$ cat src/rtl/frs_pkg.sv
// shared constants, codes and types for the fragment reassembly block
package frs_pkg;

	localparam int unsigned SLOTS      = 4;
	localparam int unsigned MAX_PACKET = 4096;

	localparam int unsigned SLOT_W  = (SLOTS > 1) ? $clog2(SLOTS) : 1;
	localparam int unsigned OFS_W   = $clog2(MAX_PACKET);
	localparam int unsigned ADDR_W  = SLOT_W + OFS_W;
	localparam int unsigned DEPTH   = SLOTS * MAX_PACKET;
	localparam int unsigned POS_W   = 17;

	// input kinds
	localparam logic KIND_FRAG = 1'b0;
	localparam logic KIND_READ = 1'b1;

	// result status codes
	localparam logic [2:0] ST_OK           = 3'd0;
	localparam logic [2:0] ST_LEN_MISMATCH = 3'd1;
	localparam logic [2:0] ST_OOB          = 3'd2;
	localparam logic [2:0] ST_TOO_BIG      = 3'd3;
	localparam logic [2:0] ST_COMPLETE     = 3'd4;

	// configuration register indexes
	localparam int unsigned CFG_IDX_W = 1;
	localparam logic [CFG_IDX_W-1:0] CFG_MAX_PKT = 1'd0;
	localparam logic [CFG_IDX_W-1:0] CFG_RX_BUF  = 1'd1;

	localparam logic [12:0] MAX_PKT_RST = 13'd4096;
	localparam logic [15:0] RX_BUF_RST  = 16'd4096;

	typedef struct packed {
		logic [2:0]        status;
		logic [SLOT_W-1:0] slot;
		logic [15:0]       packet_bytes;
	} frag_res_t;

	typedef struct packed {
		logic              en;
		logic [ADDR_W-1:0] addr;
		logic [7:0]        data;
	} store_wr_t;

endpackage

$ cat src/rtl/frs_slot_ctrl.sv
// slot table: tag match, round-robin claim, fragment counts and store write
module frs_slot_ctrl (
	input  logic                    clk,
	input  logic                    arst_n,
	input  logic                    acc,
	input  logic                    kind,
	input  logic [31:0]             tag,
	input  logic [15:0]             frag_offset,
	input  logic [15:0]             frag_total,
	input  logic [15:0]             frag_length,
	input  logic [15:0]             packet_length,
	input  logic [15:0]             payload_received,
	input  logic [15:0]             byte_index,
	input  logic [7:0]              data_byte,
	input  logic                    last_byte,
	input  logic [12:0]             max_packet_bytes,
	input  logic [15:0]             receive_buffer_bytes,
	output frs_pkg::frag_res_t      res,
	output frs_pkg::store_wr_t      wr
);

	logic [31:0]                 slot_tag_q   [frs_pkg::SLOTS];
	logic [frs_pkg::SLOTS-1:0]   slot_valid_q;
	logic [15:0]                 slot_count_q [frs_pkg::SLOTS];
	logic [frs_pkg::SLOT_W-1:0]  next_slot_q;
	logic [frs_pkg::SLOT_W-1:0]  cur_slot_q;

	logic                        hit;
	logic [frs_pkg::SLOT_W-1:0]  hit_idx;
	logic [frs_pkg::SLOT_W-1:0]  nxt;
	logic [frs_pkg::SLOT_W-1:0]  slot;
	logic                        first;
	logic                        frag_ok;
	logic                        claim;
	logic [frs_pkg::POS_W-1:0]   bound;
	logic [frs_pkg::POS_W-1:0]   pos;
	logic [frs_pkg::POS_W-1:0]   frag_end;
	logic                        oob;
	logic                        bump;
	logic [15:0]                 cnt_old;
	logic [15:0]                 cnt_new;
	logic                        done;

	always_comb begin
		hit     = 1'b0;
		hit_idx = '0;
		// walk downwards so the lowest matching slot wins
		for (int s = frs_pkg::SLOTS - 1; s >= 0; s--) begin
			if (slot_valid_q[s] && slot_tag_q[s] == tag) begin
				hit     = 1'b1;
				hit_idx = frs_pkg::SLOT_W'(s);
			end
		end

		nxt = (next_slot_q == frs_pkg::SLOT_W'(frs_pkg::SLOTS - 1)) ? '0
			: next_slot_q + 1'b1;

		first   = (byte_index == 16'd0);
		frag_ok = (kind == frs_pkg::KIND_FRAG) && (frag_length == payload_received);
		claim   = first && !hit;
		slot    = first ? (hit ? hit_idx : nxt) : cur_slot_q;

		bound = ({4'd0, max_packet_bytes} > frs_pkg::POS_W'(frs_pkg::MAX_PACKET))
			? frs_pkg::POS_W'(frs_pkg::MAX_PACKET) : {4'd0, max_packet_bytes};
		frag_end = {1'b0, frag_offset} + {1'b0, frag_length};
		pos      = {1'b0, frag_offset} + {1'b0, byte_index};
		oob      = frag_end > bound;

		// a freshly claimed slot starts from an empty count
		cnt_old = claim ? 16'd0 : slot_count_q[slot];
		cnt_new = (cnt_old != 16'hFFFF) ? cnt_old + 16'd1 : cnt_old;
		bump    = !oob && last_byte;
		done    = bump && (cnt_new >= frag_total);

		res.slot         = frag_ok ? slot : '0;
		res.packet_bytes = 16'd0;
		if (kind == frs_pkg::KIND_READ) begin
			res.status = frs_pkg::ST_OK;
		end else if (!frag_ok) begin
			res.status = frs_pkg::ST_LEN_MISMATCH;
		end else if (oob) begin
			res.status = frs_pkg::ST_OOB;
		end else if (done) begin
			if (packet_length > receive_buffer_bytes) begin
				res.status = frs_pkg::ST_TOO_BIG;
			end else begin
				res.status       = frs_pkg::ST_COMPLETE;
				res.packet_bytes = packet_length;
			end
		end else begin
			res.status = frs_pkg::ST_OK;
		end

		wr.en   = acc && frag_ok && !oob && (pos < bound);
		wr.addr = {slot, pos[frs_pkg::OFS_W-1:0]};
		wr.data = data_byte;
	end

	always_ff @(posedge clk or negedge arst_n) begin
		if (!arst_n) begin
			slot_valid_q <= '0;
			next_slot_q  <= '0;
			cur_slot_q   <= '0;
			for (int s = 0; s < frs_pkg::SLOTS; s++) begin
				slot_count_q[s] <= 16'd0;
			end
		end else if (acc && frag_ok) begin
			if (first) begin
				cur_slot_q <= slot;
			end
			if (claim) begin
				next_slot_q       <= nxt;
				slot_valid_q[nxt] <= 1'b1;
			end
			if (claim || bump) begin
				slot_count_q[slot] <= bump ? cnt_new : 16'd0;
			end
		end
	end

	always_ff @(posedge clk) begin
		if (acc && frag_ok && claim) begin
			slot_tag_q[nxt] <= tag;
		end
	end

endmodule

$ cat config.mk
export PLATFORM = sky130hd
export DESIGN_NAME = frs_slot_ctrl
export DESIGN_NICKNAME = d
export VERILOG_FILES = /design/src/rtl/frs_pkg.sv /design/src/rtl/frs_slot_ctrl.sv
export SDC_FILE = /design/constraint.sdc
export NUM_CORES = 1
export LEC_CHECK = 0
export BUFFER_PORTS_ARGS = -buffer_cell sky130_fd_sc_hd__buf_2
export CAP_MARGIN = 25
export CELL_PAD_IN_SITES_DETAIL_PLACEMENT = 2
export CELL_PAD_IN_SITES_GLOBAL_PLACEMENT = 2
export CORE_MARGIN = 3
export CORE_UTILIZATION = 37
export DETAILED_ROUTE_END_ITERATION = 7
export PLACE_DENSITY_LB_ADDON = 0.12
export SLEW_MARGIN = 20
export SYNTH_ARGS = -nofsm -noshare
export SYNTH_HDL_FRONTEND = slang
export SYNTH_SLANG_ARGS = --single-unit
$ cat constraint.sdc
create_clock -name clk -period 13.4 [get_ports clk]
set_clock_uncertainty 0.2 [all_clocks]
set_input_delay 2.68 -clock clk [delete_from_list [all_inputs] [get_ports clk]]
set_output_delay 2.68 -clock clk [all_outputs]
set_load 0.02 [all_outputs]
==> results of run 1 <==
-- final cells by class --
type	instances	area, µm²
diodes	1	2.50
clock buffers	19	443
clock inverters	13	146
fillers	3675	18800
inverters	68	258
multi-input cells	923	6680
flip-flops and latches	200	5650
well taps	448	561
repair buffers	215	1140
-- stage by stage --
stage / std cells / power (W)
3_5_place_dp: 1853 / 0.000901
3_3_place_gp: 1853 / 0.000892
6_report: 1887 / 0.00141
2_1_floorplan: 1226 / 0.000807
5_1_grt: 1887 / 0.00147
4_1_cts: 1885 / 0.00142
-- synthesized netlist by cell type (3+ instances only) --
master | count | area, µm²
mux2i_1 | 19 | 190
a311oi_1 | 3 | 26.3
a21o_1 | 23 | 173
buf_4 | 9 | 67.6
nor2_1 | 52 | 195
nor3b_1 | 4 | 30.0
o21ai_1 | 13 | 65.1
or4_1 | 3 | 22.5
nand2_1 | 134 | 503
clkbuf_1 | 17 | 63.8
o2111ai_1 | 3 | 26.3
a22o_1 | 12 | 105
xnor2_1 | 88 | 771
mux2_2 | 3 | 33.8
a211oi_1 | 4 | 30.0
or3_1 | 4 | 25.0
o311ai_0 | 3 | 26.3
o31ai_1 | 15 | 113
o21bai_1 | 3 | 22.5
and3_1 | 18 | 113
and4_1 | 8 | 70.1
inv_1 | 66 | 248
o211ai_1 | 10 | 75.1
dfrtp_1 | 72 | 1800
o21ai_0 | 61 | 305
o21a_1 | 12 | 90.1
and2_1 | 22 | 138
buf_2 | 6 | 30.0
a31oi_1 | 11 | 68.8
ha_1 | 94 | 1180
nor3_1 | 13 | 65.1
nor2b_1 | 10 | 62.6
nand2b_1 | 11 | 68.8
nor4_1 | 29 | 181
edfxtp_1 | 128 | 3840
xor2_1 | 85 | 744
a21oi_1 | 30 | 150
or2_2 | 8 | 50.1
nand3_1 | 25 | 125
nand4_1 | 40 | 250
-- power groups by stage --
| stage | Clock [W] | Combinational, W | Sequential (W) |
|---|---|---|---|
| 3_5_place_dp | 0 | 0.000231 | 0.000670 |
| 3_3_place_gp | 0 | 0.000222 | 0.000670 |
| 4_1_cts | 0.000528 | 0.000233 | 0.000657 |
| 5_1_grt | 0.000555 | 0.000260 | 0.000657 |
| 2_1_floorplan | 0 | 0.000136 | 0.000670 |
| 6_report | 0.000521 | 0.000230 | 0.000657 |
-- path summary, 6_finish.rpt --
| check | startpoint | end | slack [ps] | cells after the start |
|---|---|---|---|---|
| setup / recovery | tag[12] | res[15] | 520 | 29 |
| hold reg to reg | slot_count_q[21]$_DFFE_PN0P_ | slot_count_q[21]$_DFFE_PN0P_ | 290 | 2 |
| max in group asynchronous | arst_n | slot_count_q[34]$_DFFE_PN0P_ | 10420 | 2 |
| min in group asynchronous | arst_n | slot_count_q[43]$_DFFE_PN0P_ | 1980 | 1 |
| setup reg to reg | slot_tag_q[3][12]$_DFFE_PP_ | slot_count_q[61]$_DFFE_PN0P_ | 7840 | 16 |
| hold / removal | slot_count_q[21]$_DFFE_PN0P_ | slot_count_q[21]$_DFFE_PN0P_ | 290 | 2 |
-- registers in the layout (all words and copies together), names as in the netlist --
register and count:
slot_tag_q 128, slot_count_q 64, cur_slot_q 2, next_slot_q 2
slot_valid_q 4
-- kinds of logic after synthesis --
family | share of synthesized area
multiplexers | 0.0176
buffers and inverters | 0.0344
AND/OR/NAND/NOR | 0.165
AO/OA/AOI/OAI | 0.123
flip-flops | 0.444
XOR/XNOR | 0.120
adder cells (fa/ha/maj) | 0.0955
-- routing by layer --
metal	wire length, µm	up-vias	GRT usage	part of all wire
met1	19900	5304	0.320	0.46
met2	21400	252	0.417	0.49
met4	521	0	0.0488	0.012
met5	0	-	0	0
met3	1680	37	0.0310	0.039
li1	-	4863	-	-
-- critical path, delay by kind of cell --
family | cells | cell delay, ps
buffers and inverters | 4 | 770
adder cells (fa/ha/maj) | 2 | 590
XOR/XNOR | 2 | 780
AO/OA/AOI/OAI | 12 | 3020
AND/OR/NAND/NOR | 9 | 2120
==> qor.yml, run 1 <==
power:
  power_frac_seq: 0.467
  swShare: 0.284
  irDropWorstVdd_mv: 0.0634
  p_int_w: 0.00101
  power.leakage_nw: 6.29
  powerDensity_nw_per_um2: 94.6
  p_clk_frac: 0.370
  combPwrFrac: 0.163
  switchingPower_w: 0.000399
clock_tree:
  cts_setup_buffers: 0
  insertion_delay_ps: 460
  cts_buffer_depth: 2
  post_cts_resized: 0
  cts.htree.levels: 4
  cts_made_buffers: 17
  cts_sinks: 200
  root_buffer: "clkbuf_16"
  cts_tree: "done"
  cts.clk_slew.worst_paths_ps: 80
  ctsHoldBuffers: 0
timing:
  holdWs_ps: 289
  fin_crit_sh: 0.961
  tightest_slew_ps: 1050
  finalHoldViolCount: 0
  max_freq_ghz: 0.0776
  fin_crit_ps: 12880
  rsz0062_at_grt: "false"
  relSlewSlack: 0.301
  maxSlewViolCount: 0
  setup_violations: 0
  fin_ws_ps: 521
  tns_ps: 0
layout:
  design_area_um2: 14900
  layout_commonest_cell: "buf_2"
  nNetsFinal: 1691
  layout_common_cells: "buf_2, nand2_1, edfxtp_1"
  syn_to_final_growth_pct: 16.8
  drive_above_1_share: 0.194
  post-route-util: 0.441
flow_run:
  cap_violations: 0
floorplan:
  die-width_um: 191
  die_h_um: 191
  core_um2: 33700
  rows: 67
  io_pins: 214
  die_area_um2: 36700
  start_util: 0.378
yosys:
  ys_async_sr_fraction: 0.360
  synth-main-ff-cell: "edfxtp_1"
  synth.avg_cell_area_um2: 10.4
  ys_warn_count: 0
  yosys.cell_types.count: 81
  synth_edf_count: 128
  ys_ff_latch: 200
  ys_seq_area_frac: 0.444
  synth_fp_nets: 1492
  mappedNetlistArea_um2: 12700
  syn_inst: 1226
worst_setup_path:
  slowest_stage: "o41ai_2"
  worstSetupEndpointType: "output pin"
  worst-path-max-fanout: 17
  start_kind: "input pin"
  crit_top_cell: "a21o_1"
  criticalPathCategory: "in -> out"
  worstPathArrival_ps: 10000
  worstPathRequired_ps: 10520
  cpPeakStageDelay_ps: 710
routing:
  drt_drc_violations_left: 0
  vias: 10500
  drt-vias-per-instance: 5.54
  ant_nets: 0
  drt_iter0_drc: 563
  totalWireLength_um: 43500
  detail_route.wl_per_cell_um: 23.0
  first_pass_iters: 5
min_path:
  hold_class: "reg -> reg"
placement:
  io_buffers: 197
  dp_worst_setup_slack_ps: 546
  dpl_cell_area_um2: 14300
  place_congestion: 0.838
  hpwl_um: 33800
grt:
  grtUsageTotal: 0.239
  overflow: 0
  grt_pass1_wl_um: 67500
  grt_max_degree: 73
  grt_pass1_vias: 11500
  antenna_found_initial: 1
status:
  status: "finished, final reports clean"
(Power assumes the default switching activity.)
==> run 2: changes to the inputs <==
--- a/config.mk
+++ b/config.mk
@@ -5,7 +5,7 @@
 export SDC_FILE = /design/constraint.sdc
 export NUM_CORES = 1
 export LEC_CHECK = 0
-export BUFFER_PORTS_ARGS = -buffer_cell sky130_fd_sc_hd__buf_2
+export BUFFER_PORTS_ARGS = -buffer_cell sky130_fd_sc_hd__buf_4
 export CAP_MARGIN = 25
 export CELL_PAD_IN_SITES_DETAIL_PLACEMENT = 2
 export CELL_PAD_IN_SITES_GLOBAL_PLACEMENT = 2
==> qor.yml, run 2 (synthesized netlist as in run 1, its figures left out) <==
layout:
  drive_above_1_share: 0.197  # +0.00293
  nNetsFinal: 1695  # +0.24%
  layout_common_cells: "buf_4, nand2_1, edfxtp_1"
  largest_reg_flops: 128  # unchanged
  post-route-util: 0.457  # +0.0161
  layout_commonest_cell: "buf_4"
  top_regs: "slot_tag_q: 128 flops, slot_count_q: 64 flops, slot_valid_q: 4 flops"
  largest_register: "slot_tag_q"
  syn_to_final_growth_pct: 21.1
  fillCellCount: 3592  # -2.3%
  diodes: 0  # -1
placement:
  hpwl_um: 33800  # about the same
  io_buffers: 197  # unchanged
  place_congestion: 0.844  # +0.72%
clock_tree:
  cts_sinks: 200  # unchanged
  ctsHoldBuffers: 0  # unchanged
  root_buffer: "clkbuf_16"
  cts.htree.levels: 4  # unchanged
  insertion_delay_ps: 450  # about the same
  cts.clk_slew.worst_paths_ps: 80  # about the same
  cts_buffer_depth: 2  # unchanged
  cts_tree: "done"
  cts_made_buffers: 17  # unchanged
power:
  switchingPower_w: 0.000399  # -0.14%
  power.leakage_nw: 6.47  # +2.8%
  combPwrFrac: 0.173  # +0.010
  swShare: 0.278  # -0.00601
  p_clk_frac: 0.370  # about the same
  p_int_w: 0.00104  # +2.9%
  power_frac_seq: 0.457  # -0.010
  powerDensity_nw_per_um2: 93.1  # -1.6%
  irDropWorstVdd_mv: 0.0644  # +1.5%
worst_setup_path:
  path_buf_inv: 5  # +1
  worstPathArrival_ps: 9990  # about the same
  crit_cells: 31  # +6.9%
  rrSetupSlack_ps: 7900  # +60 ps
  cpPeakStageDelay_ps: 510  # -200 ps
  start_kind: "input pin"
  crit_top_cell: "a21o_1"
  slowest_stage: "nor4_1"
  reg2reg_depth: 17  # +1
  worst-path-max-fanout: 27  # +10
  worstPathRequired_ps: 10520  # about the same
  cp_top_family: "simple AND/OR/NAND/NOR gates"
  reg2reg_to: "slot_count_q[61]$_DFFE_PN0P_"
  criticalPathCategory: "in -> out"
  worstSetupEndpointType: "output pin"
  r2r-start: "slot_tag_q[2][15]$_DFFE_PP_"
floorplan:
  die_h_um: 191  # unchanged
  die_area_um2: 36700  # unchanged
  core_um2: 33700  # unchanged
  rows: 67  # unchanged
  io_pins: 214  # unchanged
  die-width_um: 191  # unchanged
  start_util: 0.378  # unchanged
timing:
  max_freq_ghz: 0.0777  # about the same
  relSlewSlack: 0.319  # +0.0174
  tightest_slew_ps: 1020  # -26.2 ps
  fin_crit_sh: 0.961  # about the same
  fin_crit_ps: 12870  # -6.64 ps
  maxSlewViolCount: 0  # unchanged
  tns_ps: 0  # unchanged
  setup_violations: 0  # unchanged
  finalHoldViolCount: 0  # unchanged
min_path:
  min_to: "slot_count_q[21]$_DFFE_PN0P_"
  min_from: "slot_count_q[21]$_DFFE_PN0P_"
  holdPathStages: 2  # unchanged
  hold_class: "reg -> reg"
routing:
  drt-vias-per-instance: 5.54  # about the same
  drt_drc_violations_left: 0  # unchanged
  drt_iter0_drc: 628  # +12%
  first_pass_iters: 7  # +2
  vias: 10500  # +0.16%
  totalWireLength_um: 44100  # +1.4%
  detail_route.wl_per_cell_um: 23.3  # +1.2%
  ant_nets: 0  # unchanged
status:
  status: "finished, final reports clean"
grt:
  grtUsageTotal: 0.240  # +0.000927
  overflow: 0  # unchanged
  grt_max_degree: 73  # unchanged
  grt_pass1_vias: 11400  # -0.79%
  grt_pass1_wl_um: 67700  # +0.27%
  antenna_found_initial: 0  # -1
flow_run:
  cap_violations: 0  # unchanged
run 2: cell type report:
class	instances	area (µm²)	area share
clock buffer	17	425	0.0276
clock inverter	15	176	0.0114
inverter	68	258	0.0167
multi-input combinational	923	6690	0.434
sequential	200	5650	0.366
tap	448	561	0.0364
timing repair buffer	219	1660	0.108
run 2: routing by layer:
metal | part of all wire | up-vias | GRT usage
met2 | 0.49 | 276 | 0.413
met1 | 0.45 | 5305 | 0.322
met4 | 0.015 | 0 | 0.0528
li1 | - | 4852 | -
met3 | 0.046 | 40 | 0.0347
met5 | 0 | - | 0
run 2: worst reg2reg max path, stage by stage (launching register included):
cell      delay (ps)
edfxtp_1         390
xnor2_1          410
nand4_1          250
nor4_1           510
nand3_1          250
nand4_2          260
nand2_4          250
inv_4            310
nand2_1          100
and3_1           200
a211oi_1         320
ha_1             270
nand2_1           90
o22a_1           220
nor4_2           460
nor4_1           140
xnor2_1          480
o21ai_0          210
run 2: per-stage QoR:
step | power, W | worst slack [ps] | hold slack [ps] | cell area [µm²] | cells
finish | 0.00144 | 528 | 290 | 15400 | 1890
global route | 0.00150 | -33.4 | 308 | 15400 | 1890
CTS | 0.00145 | 400 | 291 | 15400 | 1886
detailed placement | 0.000919 | 477 | 273 | 14800 | 1854
global placement | 0.000910 | 781 | 261 | 14700 | 1853
floorplan | 0.000807 | 1740 | 232 | 12700 | 1226
run 2: worst max path at each step:
stage	slack, ps	start	end
floorplan	1740	tag[17]	res[10]
global placement	780	byte_index[1]	res[15]
detailed placement	480	byte_index[1]	res[15]
CTS	400	byte_index[1]	res[15]
global route	-30	tag[14]	res[15]
finish	530	tag[15]	res[15]
run 2: timing repair:
item / 4_1_cts / 5_1_grt
hold endpoints to repair: 0 / 0
gates resized for setup: 0 / 2
buffers inserted: 0 / 3
setup endpoints to repair: 0 / 17
run 2: power groups by stage:
stage | clock (W) | sequential, W | combinational [W]
global route | 0.000563 | 0.000657 | 0.000280
global placement | 0 | 0.000670 | 0.000239
CTS | 0.000540 | 0.000657 | 0.000252
finish | 0.000531 | 0.000657 | 0.000248
floorplan | 0 | 0.000670 | 0.000136
detailed placement | 0 | 0.000670 | 0.000249
